### src/rtl/dpr_pkg.sv
// ============================================================================
// dpr_pkg
// Shared types, codes and character helpers of the debug packet receiver.
// ============================================================================
`default_nettype none

package dpr_pkg;

    localparam int unsigned ADDR_BITS_DEF = 32;
    localparam logic [15:0] READ_LIMIT_RESET = 16'd128;

    // framing characters
    localparam logic [7:0] CH_DOLLAR = 8'h24;
    localparam logic [7:0] CH_HASH   = 8'h23;
    localparam logic [7:0] CH_PLUS   = 8'h2b;
    localparam logic [7:0] CH_MINUS  = 8'h2d;
    localparam logic [7:0] CH_COMMA  = 8'h2c;
    localparam logic [7:0] CH_NUL    = 8'h00;
    localparam logic [7:0] HEX_BAD   = 8'hff;

    // command class characters
    localparam logic [7:0] CH_H     = 8'h48;
    localparam logic [7:0] CH_Q     = 8'h71;
    localparam logic [7:0] CH_QMARK = 8'h3f;
    localparam logic [7:0] CH_G     = 8'h67;
    localparam logic [7:0] CH_M     = 8'h6d;
    localparam logic [7:0] CH_K     = 8'h6b;

    // event codes
    localparam logic [1:0] EV_BAD_SUM = 2'd0;
    localparam logic [1:0] EV_ACK     = 2'd1;
    localparam logic [1:0] EV_RESEND  = 2'd2;
    localparam logic [1:0] EV_NOSYNC  = 2'd3;

    // transmit bytes
    localparam logic [7:0] TX_ACK  = CH_PLUS;
    localparam logic [7:0] TX_NAK  = CH_MINUS;
    localparam logic [7:0] TX_NONE = 8'h00;

    // command kinds
    localparam logic [2:0] CMD_THREAD  = 3'd0;
    localparam logic [2:0] CMD_OFFSETS = 3'd1;
    localparam logic [2:0] CMD_QUERY   = 3'd2;
    localparam logic [2:0] CMD_STOP    = 3'd3;
    localparam logic [2:0] CMD_REGS    = 3'd4;
    localparam logic [2:0] CMD_MEMREAD = 3'd5;
    localparam logic [2:0] CMD_KILL    = 3'd6;
    localparam logic [2:0] CMD_UNKNOWN = 3'd7;

    typedef struct packed {
        logic [1:0]  event_res;
        logic [7:0]  tx_byte;
        logic [2:0]  cmd_kind;
        logic [31:0] mem_address;
        logic [15:0] mem_length;
    } dpr_result_t;

    // hex digit value, 0xff for anything that is not a digit
    function automatic logic [7:0] hex_value(input logic [7:0] c);
        logic [7:0] v;
        v = HEX_BAD;
        if (c >= 8'h30 && c <= 8'h39) v = c - 8'h30;
        else if (c >= 8'h41 && c <= 8'h46) v = c - 8'h37;
        else if (c >= 8'h61 && c <= 8'h66) v = c - 8'h57;
        return v;
    endfunction

    // text that follows 'q' in the offsets query
    function automatic logic [7:0] offsets_char(input logic [2:0] idx);
        logic [7:0] c;
        unique case (idx)
            3'd0:    c = 8'h4f; // O
            3'd1:    c = 8'h66; // f
            3'd2:    c = 8'h66; // f
            3'd3:    c = 8'h73; // s
            3'd4:    c = 8'h65; // e
            3'd5:    c = 8'h74; // t
            3'd6:    c = 8'h73; // s
            default: c = 8'h00;
        endcase
        return c;
    endfunction

endpackage

`default_nettype wire

### src/rtl/dpr_if.sv
// ============================================================================
// dpr_if
// Valid/ready channels: received bytes in, framing events out.
// ============================================================================
`default_nettype none

interface dpr_byte_if;
    logic       valid;
    logic       ready;
    logic [7:0] payload;

    modport source (output valid, output payload, input ready);
    modport sink   (input valid, input payload, output ready);
endinterface

interface dpr_result_if;
    logic                valid;
    logic                ready;
    dpr_pkg::dpr_result_t payload;

    modport source (output valid, output payload, input ready);
    modport sink   (input valid, input payload, output ready);
endinterface

`default_nettype wire

### src/rtl/dpr_framer.sv
// ============================================================================
// dpr_framer
// Packet framing state, payload sum and command field parsing, one byte a step.
// ============================================================================
`default_nettype none

module dpr_framer #(
    parameter int unsigned ADDR_BITS = dpr_pkg::ADDR_BITS_DEF
) (
    input  wire logic                 clk,
    input  wire logic                 rst_n,
    input  wire logic                 step,
    input  wire logic [7:0]           rx_byte,
    input  wire logic [15:0]          read_length_limit,
    output logic                      res_valid,
    output dpr_pkg::dpr_result_t      res_data
);
    import dpr_pkg::*;

    localparam logic [2:0] ST_IDLE    = 3'd0;
    localparam logic [2:0] ST_PAYLOAD = 3'd1;
    localparam logic [2:0] ST_CK1     = 3'd2;
    localparam logic [2:0] ST_CK2     = 3'd3;
    localparam logic [2:0] ST_WAITACK = 3'd4;
    localparam logic [2:0] ST_QUIT    = 3'd5;

    logic [2:0]           state_reg,   state_next;
    logic [7:0]           sum_reg,     sum_next;
    logic [3:0]           ck_high_reg, ck_high_next;
    logic                 ck_bad_reg,  ck_bad_next;
    logic [7:0]           first_reg,   first_next;
    logic [3:0]           pos_reg,     pos_next;
    logic                 mism_reg,    mism_next;
    logic                 ended_reg,   ended_next;
    logic                 in_len_reg,  in_len_next;
    logic [ADDR_BITS-1:0] addr_reg,    addr_next;
    logic [31:0]          len_reg,     len_next;

    logic [7:0]  nib;
    logic [2:0]  kind;
    logic [15:0] len_clamped;

    assign nib = hex_value(rx_byte);

    always_comb
    begin
        unique case (first_reg)
            CH_H:     kind = CMD_THREAD;
            CH_Q:     kind = (!mism_reg && pos_reg == 4'd8) ? CMD_OFFSETS : CMD_QUERY;
            CH_QMARK: kind = CMD_STOP;
            CH_G:     kind = CMD_REGS;
            CH_M:     kind = CMD_MEMREAD;
            CH_K:     kind = CMD_KILL;
            default:  kind = CMD_UNKNOWN;
        endcase
    end

    assign len_clamped = (len_reg > {16'h0, read_length_limit}) ? read_length_limit
                                                                 : len_reg[15:0];

    always_comb
    begin
        state_next   = state_reg;
        sum_next     = sum_reg;
        ck_high_next = ck_high_reg;
        ck_bad_next  = ck_bad_reg;
        first_next   = first_reg;
        pos_next     = pos_reg;
        mism_next    = mism_reg;
        ended_next   = ended_reg;
        in_len_next  = in_len_reg;
        addr_next    = addr_reg;
        len_next     = len_reg;
        res_valid    = 1'b0;
        res_data     = '0;

        if (step)
        begin
            unique case (state_reg)
                ST_IDLE:
                begin
                    if (rx_byte == CH_DOLLAR)
                    begin
                        state_next   = ST_PAYLOAD;
                        sum_next     = '0;
                        ck_high_next = '0;
                        ck_bad_next  = 1'b0;
                        first_next   = '0;
                        pos_next     = '0;
                        mism_next    = 1'b0;
                        ended_next   = 1'b0;
                        in_len_next  = 1'b0;
                        addr_next    = '0;
                        len_next     = '0;
                    end
                end
                ST_PAYLOAD:
                begin
                    if (rx_byte == CH_HASH)
                    begin
                        state_next = ST_CK1;
                    end
                    else if (!ended_reg)
                    begin
                        if (rx_byte == CH_NUL)
                        begin
                            ended_next = 1'b1;
                        end
                        else
                        begin
                            sum_next = sum_reg + rx_byte;
                            if (pos_reg == 4'd0)
                            begin
                                first_next = rx_byte;
                            end
                            else
                            begin
                                if (pos_reg > 4'd7
                                    || rx_byte != offsets_char(pos_reg[2:0] - 3'd1))
                                    mism_next = 1'b1;
                                if (in_len_reg)
                                    len_next = {len_reg[27:0], 4'h0} + 32'(nib);
                                else if (rx_byte == CH_COMMA)
                                    in_len_next = 1'b1;
                                else
                                    addr_next = {addr_reg[ADDR_BITS-5:0], 4'h0}
                                                + ADDR_BITS'(nib);
                            end
                            if (pos_reg != 4'hf)
                                pos_next = pos_reg + 4'd1;
                        end
                    end
                end
                ST_CK1:
                begin
                    if (nib == HEX_BAD)
                        ck_bad_next = 1'b1;
                    ck_high_next = nib[3:0];
                    state_next   = ST_CK2;
                end
                ST_CK2:
                begin
                    res_valid = 1'b1;
                    if (nib == HEX_BAD || ck_bad_reg || {ck_high_reg, nib[3:0]} != sum_reg)
                    begin
                        res_data.event_res = EV_BAD_SUM;
                        res_data.tx_byte   = TX_NAK;
                        state_next         = ST_IDLE;
                    end
                    else
                    begin
                        res_data.event_res = EV_ACK;
                        res_data.tx_byte   = TX_ACK;
                        res_data.cmd_kind  = kind;
                        if (kind == CMD_MEMREAD)
                        begin
                            res_data.mem_address = 32'(addr_reg);
                            res_data.mem_length  = len_clamped;
                        end
                        state_next = (kind == CMD_KILL) ? ST_QUIT : ST_WAITACK;
                    end
                end
                ST_WAITACK:
                begin
                    if (rx_byte == CH_PLUS)
                    begin
                        state_next = ST_IDLE;
                    end
                    else if (rx_byte == CH_MINUS)
                    begin
                        res_valid          = 1'b1;
                        res_data.event_res = EV_RESEND;
                        res_data.tx_byte   = TX_NONE;
                    end
                    else
                    begin
                        res_valid          = 1'b1;
                        res_data.event_res = EV_NOSYNC;
                        res_data.tx_byte   = TX_NAK;
                        state_next         = ST_IDLE;
                    end
                end
                default:
                begin
                    // quit, and the unused codes fold into quit
                    state_next = ST_QUIT;
                end
            endcase
        end
    end

    always_ff @(posedge clk or negedge rst_n)
    begin
        if (!rst_n)
        begin
            state_reg   <= ST_IDLE;
            sum_reg     <= '0;
            ck_high_reg <= '0;
            ck_bad_reg  <= 1'b0;
            first_reg   <= '0;
            pos_reg     <= '0;
            mism_reg    <= 1'b0;
            ended_reg   <= 1'b0;
            in_len_reg  <= 1'b0;
            addr_reg    <= '0;
            len_reg     <= '0;
        end
        else
        begin
            state_reg   <= state_next;
            sum_reg     <= sum_next;
            ck_high_reg <= ck_high_next;
            ck_bad_reg  <= ck_bad_next;
            first_reg   <= first_next;
            pos_reg     <= pos_next;
            mism_reg    <= mism_next;
            ended_reg   <= ended_next;
            in_len_reg  <= in_len_next;
            addr_reg    <= addr_next;
            len_reg     <= len_next;
        end
    end

    a_quit_sticks: assert property (@(posedge clk) disable iff (!rst_n)
        state_reg == ST_QUIT |=> state_reg == ST_QUIT)
        else $error("framer left quit state");

    a_fields_only_for_read: assert property (@(posedge clk) disable iff (!rst_n)
        res_valid && res_data.cmd_kind != CMD_MEMREAD
        |-> res_data.mem_address == 32'h0 && res_data.mem_length == 16'h0)
        else $error("memory fields set outside a memory read ack");

    a_position_cap: assert property (@(posedge clk) disable iff (!rst_n)
        state_reg == ST_PAYLOAD && pos_reg == 4'hf |=> pos_reg == 4'hf)
        else $error("payload position wrapped");

endmodule

`default_nettype wire

### src/rtl/dpr_out_reg.sv
// ============================================================================
// dpr_out_reg
// Result register in front of the event channel.
// ============================================================================
`default_nettype none

module dpr_out_reg (
    input  wire logic                 clk,
    input  wire logic                 rst_n,
    input  wire logic                 load,
    input  wire dpr_pkg::dpr_result_t load_data,
    output logic                      can_take,
    dpr_result_if.source              res
);
    import dpr_pkg::*;

    logic        valid_reg, valid_next;
    dpr_result_t data_reg;

    assign can_take = !valid_reg || res.ready;

    always_comb
    begin
        valid_next = valid_reg;
        if (load)
            valid_next = 1'b1;
        else if (res.ready)
            valid_next = 1'b0;
    end

    always_ff @(posedge clk or negedge rst_n)
    begin
        if (!rst_n)
            valid_reg <= 1'b0;
        else
            valid_reg <= valid_next;
    end

    always_ff @(posedge clk)
    begin
        if (load)
            data_reg <= load_data;
    end

    assign res.valid   = valid_reg;
    assign res.payload = data_reg;

endmodule

`default_nettype wire

### src/rtl/debug_packet_receiver.sv
// ============================================================================
// debug_packet_receiver
// Framer for a remote-debug serial link: tracks '$payload#hh' packets and
// reports ack/nak, resend and command fields of each packet.
// ============================================================================
//
//  channel   dir   beat payload
//  -------   ---   ---------------------------------------------------------
//  rx        in    rx_byte, one received link byte
//  res       out   event_res, tx_byte, cmd_kind, mem_address, mem_length
//  cfg       in    cfg_we / cfg_data: read_length_limit, write only
//
//  One byte a cycle sustained. A byte goes to the input register, the framer
//  consumes it there, and its result reaches res via the result register.
//  The framer step waits only while the result register is full and res is
//  stalled; rx.ready drops then and the held byte waits in the input register.
//  Reset (rst_n low, async) returns to idle and sets the limit to 128.
//
`default_nettype none

module debug_packet_receiver #(
    parameter int unsigned ADDR_BITS = dpr_pkg::ADDR_BITS_DEF
) (
    input  wire logic        clk,
    input  wire logic        rst_n,
    dpr_byte_if.sink         rx,
    dpr_result_if.source     res,
    input  wire logic        cfg_we,
    input  wire logic [15:0] cfg_data
);
    import dpr_pkg::*;

    // input register
    logic       in_valid_reg, in_valid_next;
    logic [7:0] in_byte_reg;

    // configuration
    logic [15:0] limit_reg;

    logic        step;
    logic        out_can_take;
    logic        fr_valid;
    dpr_result_t fr_data;

    // the framer advances whenever a byte is held and the result slot is free
    assign step     = in_valid_reg && out_can_take;
    assign rx.ready = !in_valid_reg || step;

    always_comb
    begin
        in_valid_next = in_valid_reg;
        if (rx.valid && rx.ready)
            in_valid_next = 1'b1;
        else if (step)
            in_valid_next = 1'b0;
    end

    always_ff @(posedge clk or negedge rst_n)
    begin
        if (!rst_n)
        begin
            in_valid_reg <= 1'b0;
            limit_reg    <= READ_LIMIT_RESET;
        end
        else
        begin
            in_valid_reg <= in_valid_next;
            if (cfg_we)
                limit_reg <= cfg_data;
        end
    end

    always_ff @(posedge clk)
    begin
        if (rx.valid && rx.ready)
            in_byte_reg <= rx.payload;
    end

    dpr_framer #(
        .ADDR_BITS (ADDR_BITS)
    ) u_framer (
        .clk               (clk),
        .rst_n             (rst_n),
        .step              (step),
        .rx_byte           (in_byte_reg),
        .read_length_limit (limit_reg),
        .res_valid         (fr_valid),
        .res_data          (fr_data)
    );

    dpr_out_reg u_out (
        .clk       (clk),
        .rst_n     (rst_n),
        .load      (fr_valid),
        .load_data (fr_data),
        .can_take  (out_can_take),
        .res       (res)
    );

    a_len_clamped: assert property (@(posedge clk) disable iff (!rst_n)
        res.valid && res.payload.cmd_kind == CMD_MEMREAD
        |-> res.payload.mem_length <= limit_reg)
        else $error("memory read length above limit");

    a_ack_tx: assert property (@(posedge clk) disable iff (!rst_n)
        res.valid |-> ((res.payload.event_res == EV_ACK) == (res.payload.tx_byte == TX_ACK)))
        else $error("tx byte does not match event");

    a_held_byte_kept: assert property (@(posedge clk) disable iff (!rst_n)
        in_valid_reg && !step |=> in_valid_reg && $stable(in_byte_reg))
        else $error("held input byte lost");

endmodule

`default_nettype wire
### src/flat_wrapper.sv
// flat-port wrapper written by rule: the top's interface ports become plain ports
module debug_packet_receiver_flat import dpr_pkg::*;
#(
    parameter int unsigned ADDR_BITS = dpr_pkg::ADDR_BITS_DEF
)
  (clk, rst_n, cfg_we, cfg_data, rx_valid, rx_payload, rx_ready, res_valid, res_payload, res_ready);
  dpr_byte_if rx_i ();
  dpr_result_if res_i ();
  input  wire logic clk;
  input  wire logic rst_n;
  input  wire logic cfg_we;
  input  wire logic [15:0] cfg_data;
  input wire logic [$bits(rx_i.valid)-1:0] rx_valid;
  input wire logic [$bits(rx_i.payload)-1:0] rx_payload;
  output wire logic [$bits(rx_i.ready)-1:0] rx_ready;
  output wire logic [$bits(res_i.valid)-1:0] res_valid;
  output wire logic [$bits(res_i.payload)-1:0] res_payload;
  input wire logic [$bits(res_i.ready)-1:0] res_ready;
  assign rx_i.valid = rx_valid;
  assign rx_i.payload = rx_payload;
  assign rx_ready = rx_i.ready;
  assign res_valid = res_i.valid;
  assign res_payload = res_i.payload;
  assign res_i.ready = res_ready;
  debug_packet_receiver #(.ADDR_BITS(ADDR_BITS)) u_core (.clk(clk), .rst_n(rst_n), .rx(rx_i), .res(res_i), .cfg_we(cfg_we), .cfg_data(cfg_data));
endmodule
### config.mk
export PLATFORM = sky130hd
export DESIGN_NAME = debug_packet_receiver_flat
export DESIGN_NICKNAME = d
export VERILOG_FILES = /design/src/rtl/dpr_pkg.sv /design/src/rtl/dpr_if.sv /design/src/rtl/dpr_framer.sv /design/src/rtl/dpr_out_reg.sv /design/src/rtl/debug_packet_receiver.sv /design/src/flat_wrapper.sv
export SDC_FILE = /design/constraint.sdc
export NUM_CORES = 1
export LEC_CHECK = 0
export BUFFER_PORTS_ARGS = -buffer_cell sky130_fd_sc_hd__buf_2
export CORE_MARGIN = 4
export CORE_UTILIZATION = 55
export DETAILED_ROUTE_END_ITERATION = 6
export PLACE_DENSITY = 0.82
export SLEW_MARGIN = 30
export SYNTH_ARGS = -nofsm -noshare
export SYNTH_HDL_FRONTEND = slang
export SYNTH_SLANG_ARGS = --single-unit
### constraint.sdc
create_clock -name clk -period 9.2 [get_ports clk]
set_input_delay 0 -clock clk [delete_from_list [all_inputs] [get_ports clk]]
set_output_delay 0 -clock clk [all_outputs]
set_load 0.1 [all_outputs]
==> results of run 1 <==
## cell families (layout without fill, tap and decap cells)
group,after synthesis,in the layout
compound gates,248,248
simple gates,381,381
flops,177,177
buf+inv,131,231
mux,2,2
fa+ha+maj,50,50
xor+xnor,66,66
other cells,1,3
## cells in the mapped netlist, types with 6 or more instances
master | number | area, µm²
nand2_1 | 153 | 574
o21ai_0 | 116 | 581
dfrtp_1 | 112 | 2800
inv_1 | 75 | 282
edfxtp_1 | 64 | 1920
xnor2_1 | 48 | 420
ha_1 | 46 | 576
nor2_1 | 46 | 173
clkbuf_1 | 45 | 169
nand3_1 | 44 | 220
nor3_2 | 33 | 330
a21oi_1 | 30 | 150
xor2_1 | 18 | 158
o31ai_1 | 17 | 128
nor2b_1 | 14 | 87.6
nor4_1 | 14 | 87.6
a211oi_2 | 13 | 163
nor3_1 | 13 | 65.1
and3_1 | 12 | 75.1
nand4_1 | 12 | 75.1
a21o_1 | 8 | 60.1
o41ai_1 | 7 | 61.3
a211oi_1 | 6 | 45.0
and2_1 | 6 | 37.5
buf_4 | 6 | 45.0
nand2b_1 | 6 | 37.5
## stage by stage
stage,instances,cell area (µm²),util
2_1_floorplan,1058,10200,-
3_3_place_gp,1327,10700,0.593
3_5_place_dp,1327,10700,0.593
4_1_cts,1387,11500,0.638
5_1_grt,1387,11600,0.639
6_report,1387,11600,0.639
## repair_timing
item	in CTS	in global routing
hold buffers	28	0
hold endpoints to repair	64	0
endpoints found under the setup margin	0	0
## where the power goes
group          switching (mW)  total (mW)  internal (mW)  leakage [nW]
clock                   0.323       0.672          0.349         0.256
sequential              0.195        1.18          0.984          2.09
combinational           0.823        1.19          0.363          2.24
total                    1.34        3.04           1.70          4.59
## worst max path at each step
stage | to | slack [ns]
global route | u_core.u_framer.len_reg[26] | 3.86
floorplan | u_core.u_out.res.payload[0] | 4.70
CTS | u_core.u_framer.addr_reg[25] | 4.19
detailed placement | u_core.u_framer.addr_reg[25] | 4.22
global placement | u_core.u_framer.len_reg[30] | 4.45
finish | u_core.u_framer.len_reg[26] | 4.23
## metal layers
layer  GRT usage  vias to the layer above
li1            -                     3912
met1       0.317                     3900
met2       0.417                      272
met3      0.0479                       55
met4      0.0882                        0
met5           0                        -
## worst max-delay path, delay by kind of cell (launching register included)
family / cells / cell delay, ns
AO/OA/AOI/OAI: 6 / 1.37
XOR/XNOR: 1 / 0.16
adder cells (fa/ha/maj): 3 / 0.90
buffers and inverters: 2 / 0.24
flip-flops: 1 / 0.72
AND/OR/NAND/NOR: 6 / 1.47
## layout make-up
class	instances	share of cell area
Clock buffer	18	0.0371
Timing Repair Buffer	124	0.0681
Sequential cell	177	0.411
Inverter	75	0.0243
Tap cell	229	0.0248
Multi-Input combinational cell	750	0.425
Clock inverter	14	0.00974
==> metrics.txt, run 1 <==
Setup CP Type flip-flop to flip-flop; DPL Wire Length 16.6 mm; layout cells sized above 1 0.164; simple-gate share of the synthesized area 0.195; DRT Wirelength 24.9 mm; GRT Overall Usage 0.246; Compound-Gate Fraction of Synth Area 0.160; area of the multi-input gates 4910 µm²; worst hold path startpoint cfg_we; Cells on Worst Hold Path 3; Critical path origin u_core.in_byte_reg[1]; met2 wire length 12.2 mm; routability congestion estimate 0.929; # IOs 92; CP cell instances inv_1 > ha_1 > or4b_1 > a311o_1 > a22o_1 > a21oi_1 > nor2_1 > nor2_1 > ha_1 > inv_1 > fa_1 > nor2b_1 > o21ai_0 > a21o_1 > nor3_1 > nand3_1 > xor2_1 > o21ai_0; Max Buffers Root-to-Sink 2; measured slew at the worst slew-check pin 0.993 ns; post-synthesis mux area share 0.00221; TritonCTS buffer count 17; final worst slack 4.23 ns; vias per cell 5.87; main combinational cell family by area after synthesis simple AND/OR/NAND/NOR gates; Layout Nets 1223; overall power 3.04 mW; number of max-cap violations 0; WL met1 10.7 mm; postcts setup bufs 0; initial drt markers 801; critical path startpoint category flip-flop; Syn Std Cell Area 10200 µm²; most common flop cell mapped by yosys dfrtp_1; Fin Clk Skew 0.0104 ns; final total negative setup slack 0 ns; Critical Path RT 9.54 ns; Skew-Pair Late Insertion Delay 0.43 ns; peak fanout along the critical path 16; commonest non-fill, non-tap cell in the layout nand2_1; Die W 144 µm; remaining global-route overflow 0; WL per Instance 18.0 µm; Max Clk Rate 0.201 GHz; ant diodes 0; CTS sink count 177; Filler Cell Count 1409; most frequent cells in the layout nand2_1, o21ai_0, dfrtp_1, buf_2, inv_1; worst r2r src u_core.in_byte_reg[1]; FF-to-FF path depth 18; Seq. cell area 4750 µm²; core box area 18100 µm²; antenna violations before repair 1; met3 wire length 1.30 mm; Setup-failing EPs final 0; FP Rows 49; Max VDD drop 169 µV; final period demand of the worst path 4.97 ns; TritonCTS clock tree built; vias in the first global route 8127; post-CTS sizing 0; Worst path max stage delay 0.72 ns; top layer in use met4; Die Y 144 µm; Synth Area in XOR/XNOR 0.0568; Place WS 4.22 ns; #FFs+latches synth 177; Pre-antenna DRT Iters 5; Slew headroom 0.338; largest net degree at the start of global routing 76; reg2reg setup slack 4.23 ns; critical path capture point type flip-flop; Slew Viols, Final 0; Arrival @ worst endpoint 5.31 ns; RSZ-0062 raised after global routing no; crit path max-delay cell type edfxtp_1; Post-Synthesis Cells 1056; Hold Path Sink u_core.limit_reg[10]; Initial Util 0.562; Hold WS 0.0665 ns; Netlist cell types 69; reg2reg end u_core.u_framer.len_reg[26]; Post-synth EDFFs 64; YS warnings 0; Post-Syn Area per Cell 9.63 µm²; Post-Synth Adder-Cell Area 0.0635; Leak 4.59 nW; PD cells 263 nW/µm²; Port-buffer cells 88; DRC viols 0; area grow syn2layout 13.7%; Post-synth ARST share 0.638; DRT antenna net count 0; clock slew seen by the registers of the worst setup and hold paths 0.07 ns; H-tree Lvls 4; Tcrit/Tclk final 0.541; Hold Path Class input pin to flip-flop; root buffer cell clkbuf_16; Hold Fails Final Rpt 0; register area share after synthesis 0.467; die area 20700 µm²; first-pass GRT wire length 40.6 mm; vias post-DR 8139; status completed; Largest register FFs 56
Note: power is estimated with default switching activity, not from simulation.
==> run 2, diff against run 1 <==
Settings changed: PLACE_DENSITY 0.82 to 0.85.
Clock period 9.2 ns to 4.1 ns, I/O delays scaled along.
==> run 2 against run 1 <==
Compared with the run above:
- setup slack got worse by 4.2 ns
- via count rose by 8.0%
- global-route usage rose by 1.4 points
- non-clock buffer count rose by 41
- sequential power rose by 120%
- utilization rose by 2.8 points
- cell area rose by 4.3%
- critical path type unchanged
- critical path depth did not move
- combinational power rose by 140%
- final cell count rose by 3.0%
==> metrics.txt, run 2 (synthesis results as in run 1) <==
status completed; area grow syn2layout 18.6%; CTS sink count 177; vias in the first global route 8691; Hold Path Class input pin to flip-flop; Tcrit/Tclk final 0.982; antenna violations before repair 0; Max Buffers Root-to-Sink 2; FP Rows 49; Skew-Pair Late Insertion Delay 0.43 ns; WL per Instance 18.9 µm; Place WS -0.0757 ns; first-pass GRT wire length 43.1 mm; Initial Util 0.562; measured slew at the worst slew-check pin 0.918 ns; vias per cell 6.16; Filler Cell Count 1303; Placed Cells 1360; vias post-DR 8793; core box area 18100 µm²; clock slew seen by the registers of the worst setup and hold paths 0.07 ns; Layout Nets 1264; commonest non-fill, non-tap cell in the layout nand2_1; PD cells 597 nW/µm²; Setup CP Type flip-flop to flip-flop; critical path startpoint category flip-flop; GRT Overall Usage 0.260; RSZ-0062 raised after global routing yes; final period demand of the worst path 4.03 ns; Critical Path RT 4.39 ns; H-tree Lvls 4; Die W 144 µm; Max VDD drop 370 µV; TritonCTS buffer count 17; DPL Wire Length 17.6 mm; root buffer cell clkbuf_16; Port-buffer cells 88; # IOs 92; Leak 4.87 nW; DRT antenna net count 0; largest net degree at the start of global routing 66; initial drt markers 939; final worst slack 0.0742 ns; die area 20700 µm²; peak fanout along the critical path 4; routability congestion estimate 0.918; ant diodes 0; most frequent cells in the layout nand2_1, dfrtp_1, o21ai_0, buf_2, inv_1; layout cells sized above 1 0.219; Non-Filler Instances 1428; Arrival @ worst endpoint 4.31 ns; Die Y 144 µm; post-layout util 0.667; Hold Fails Final Rpt 0; TritonCTS clock tree built; DRT Wirelength 27.0 mm; Largest register FFs 56; number of max-cap violations 0; critical path capture point type flip-flop; Max Clk Rate 0.248 GHz; Slew Viols, Final 0; Setup-failing EPs final 0; Pre-antenna DRT Iters 7; overall power 7.20 mW; Fin Clk Skew 0.00889 ns; Slew headroom 0.383; remaining global-route overflow 0; DRC viols 0
## run 2: cell count changes in the layout (fill, tap and decap cells not counted), sizes merged
| cell | previous run | this run |
|---|---|---|
| clkinvlp | 2 | 1 |
| buf | 96 | 137 |
| inv | 77 | 84 |
| bufinv | 0 | 2 |
| clkinv | 10 | 2 |
## run 2: per-stage QoR
stage | setup TNS (ns) | cell area (µm²) | hold slack, ns
6_report | 0 | 12100 | 0.0586
5_1_grt | -0.200 | 12100 | 0.114
4_1_cts | 0 | 11900 | 0.0430
3_5_place_dp | -0.249 | 11000 | 0.177
3_3_place_gp | 0 | 11000 | 0.177
2_1_floorplan | 0 | 10200 | -0.296
## run 2: worst paths after layout
| check | start | end | slack [ns] | cells after the start |
|---|---|---|---|---|
| worst max-delay path | u_core.in_byte_reg[0] | u_core.u_framer.addr_reg[30] | 0.07 | 18 |
| worst min-delay path | cfg_we | u_core.limit_reg[6] | 0.06 | 3 |
| worst max register to register | u_core.in_byte_reg[0] | u_core.u_framer.addr_reg[30] | 0.07 | 18 |
| worst min register to register | u_core.u_framer.addr_reg[29] | u_core.u_framer.addr_reg[29] | 0.49 | 2 |
| max in group asynchronous | rst_n | u_core.u_framer.ck_high_reg[3] | 2.86 | 3 |
| min in group asynchronous | rst_n | u_core.u_framer.addr_reg[9] | 0.14 | 2 |
## run 2: what timing repair did
action	CTS	global route
hold endpoints to repair	89	0
pin swaps	4	16
hold buffers	28	0
endpoints found under the setup margin	7	37
resized for setup	3	36
buffers inserted	3	5
## run 2: worst max-delay path: stages, from the launching register on
cell and delay, ns:
edfxtp_1 0.43, inv_2 0.11, ha_4 0.13, or4b_4 0.45
a311o_1 0.41, a22o_1 0.21, a21oi_1 0.15, nor2_1 0.07
nor2_2 0.13, ha_2 0.19, inv_1 0.05, fa_2 0.37
nor2b_4 0.15, o21ai_2 0.08, a211oi_2 0.27, nor2b_4 0.24
nand2_1 0.09, xnor2_1 0.20, o21ai_0 0.14
## run 2: metal layers
| layer | wire length, µm | vias up | track usage |
|---|---|---|---|
| met5 | 0 | - | 0 |
| met4 | 968 | 0 | 0.106 |
| met3 | 1890 | 103 | 0.0453 |
| met2 | 13400 | 462 | 0.432 |
| met1 | 10800 | 4244 | 0.339 |
| li1 | - | 3984 | - |
## run 2: layout make-up
type | instances | area [µm²] | area share
multi-input combinational | 750 | 5050 | 0.419
sequential | 177 | 4750 | 0.394
timing repair buffer | 165 | 1090 | 0.0908
clock buffer | 18 | 429 | 0.0356
tap | 229 | 287 | 0.0238
inverter | 75 | 282 | 0.0233
clock inverter | 14 | 168 | 0.0139
## run 2: where the power goes
group          total (mW)  internal, mW  leakage (nW)  switching, mW
Combinational        2.88         0.929          2.48           1.95
Sequential           2.65          2.21          2.09          0.442
Clock                1.67         0.923         0.292          0.747
==> run 3, diff against run 2 <==
Settings changed: BUFFER_PORTS_ARGS -buffer_cell sky130_fd_sc_hd__buf_2 to default, CORE_UTILIZATION 55 to 50, DONT_BUFFER_PORTS from default to 1, PLACE_DENSITY 0.85 to 0.68.
==> run 3 against run 2 <==
Compared with the run above:
- die area rose by 9.4%
- final cell count fell by 3.6%
- register-to-register slack improved by 0.16 ns
- sequential power rose by 18%
- utilization fell by 7.7 points
- combinational power fell by 24%
- clock power fell by 4%
- routed wire length fell by 14%
- flip-flop and latch count did not move
- worst hold slack got worse by 0.023 ns
- critical path depth did not move
- total power fell by 4.0%
- largest cell class unchanged
==> metrics.txt, run 3 (synthesis results as in run 1) <==
overall power 6.91 mW; Slew headroom 0.359; Initial Util 0.516; worst r2r src u_core.in_byte_reg[0]; antenna violations before repair 0; Die W 151 µm; routability congestion estimate 0.897; Hold WS 0.0358 ns; Worst path max stage delay 0.50 ns; vias in the first global route 7503; FP Rows 51; worst hold path startpoint rx_valid; combinational cell fraction of total power 0.317; core box area 19700 µm²; layout cells sized above 1 0.147; Sw Ratio 0.430; DRT antenna net count 0; Setup-failing EPs final 0; remaining global-route overflow 0; post-layout util 0.590; WL per Instance 16.9 µm; CP dominant cell by count ha_2; Slew Viols, Final 0; placed cell areas 10600 µm²; CTS sink count 177; root buffer cell clkbuf_16; ant diodes 0; Flop pwr share 0.451; status completed; Max Clk Rate 0.259 GHz; internal power 3.94 mW; Arrival @ worst endpoint 4.21 ns; vias per cell 5.72; measured slew at the worst slew-check pin 0.963 ns; Hold Path Class input pin to flip-flop; Critical path origin u_core.in_byte_reg[0]; area grow syn2layout 14.4%; TritonCTS buffer count 17; Largest register FFs 56; Leak 4.51 nW; Buffers & Inverters on Critical Path 2; Hold Fails Final Rpt 0; final total negative setup slack 0 ns; TritonCTS clock tree built; Layout Nets 1176; DRC viols 0; CP cell instances ha_2 > or4b_1 > a311o_1 > a22o_1 > a21oi_2 > nor2_1 > nor2_2 > buf_4 > ha_2 > inv_1 > fa_2 > nor2b_2 > o21ai_1 > a21o_1 > nor3_4 > nand3_1 > xor2_1 > o21ai_0; peak fanout along the critical path 4; GRT Overall Usage 0.209; most frequent cells in the layout nand2_1, o21ai_0, dfrtp_1, inv_1, edfxtp_1; CP top delay family simple AND/OR/NAND/NOR gates; Die Y 151 µm; H-tree Lvls 4; PD cells 594 nW/µm²; clock slew seen by the registers of the worst setup and hold paths 0.07 ns; Max Buffers Root-to-Sink 2; reg2reg setup slack 0.23 ns; commonest non-fill, non-tap cell in the layout nand2_1; DRT Wirelength 23.3 mm; final instance area 11600 µm²; final period demand of the worst path 3.87 ns; DPL Wire Length 16.3 mm; Pre-antenna DRT Iters 5; Tcrit/Tclk final 0.943; Critical Path RT 4.44 ns; Setup CP Type flip-flop to flip-flop; crit path max-delay cell type or4b_1; first-pass GRT wire length 38.1 mm; critical path startpoint category flip-flop; Clock power frac 0.232; Max VDD drop 439 µV; largest net degree at the start of global routing 114; Port-buffer cells 0; die area 22700 µm²; vias post-DR 7869; Skew-Pair Late Insertion Delay 0.43 ns; Fin Clk Skew 0.0130 ns; initial drt markers 573; Net Sw Power 2.97 mW; critical path capture point type flip-flop; number of max-cap violations 0; # IOs 92
run 3: changes by cell type in the layout (fill, tap and decap cells not counted), moves of 3 or more:
cell	previous run	this run
clkinv_4	1	4
buf_4	49	46
buf_2	87	1
nor2_1	42	45
inv_6	6	1
nor2_2	4	1
run 3: metrics by stage:
stage	cells	setup slack [ns]
global placement	1310	0.0630
floorplan	1058	0.000586
CTS	1373	0.00180
detailed placement	1310	-0.0787
finish	1376	0.235
global route	1376	-0.0179
run 3: power by group through the flow:
stage                     clock, mW  combinational, mW  sequential (mW)
after floorplan                   0               1.62             3.02
after global routing           1.72               2.46             3.17
after detailed placement          0               2.09             3.14
after CTS                      1.64               2.16             3.11
after global placement            0               2.03             3.13
final                          1.61               2.19             3.12
run 3: cell type report:
class | instances | area [µm²]
tap | 265 | 332
sequential | 177 | 4750
fill | 1668 | 8090
timing repair buffer | 77 | 696
clock inverter | 13 | 145
multi-input combinational | 750 | 4980
inverter | 75 | 282
clock buffer | 19 | 443
run 3: path summary, 6_finish.rpt:
kind / to / cells past startpoint
setup reg to reg: u_core.u_framer.len_reg[30] / 18
setup / recovery: u_core.u_framer.len_reg[30] / 18
max in group asynchronous: u_core.limit_reg[5] / 2
hold / removal: u_core.in_byte_reg[7] / 1
min in group asynchronous: u_core.u_framer.addr_reg[25] / 2
hold reg to reg: u_core.u_framer.addr_reg[21] / 2
run 3: layer usage:
layer	routed length, µm	vias to the layer above	GRT usage
li1	-	3820	-
met1	11000	3830	0.291
met2	11100	193	0.339
met3	777	26	0.0325
met4	426	0	0.0603
met5	0	-	0
run 3: what timing repair did:
action / in CTS / in global routing
buffers inserted: 2 / 3
endpoints found under the hold margin: 139 / 0
pin swaps: 3 / 11
hold buffers: 29 / 0
resized for setup: 1 / 21
endpoints found under the setup margin: 9 / 29
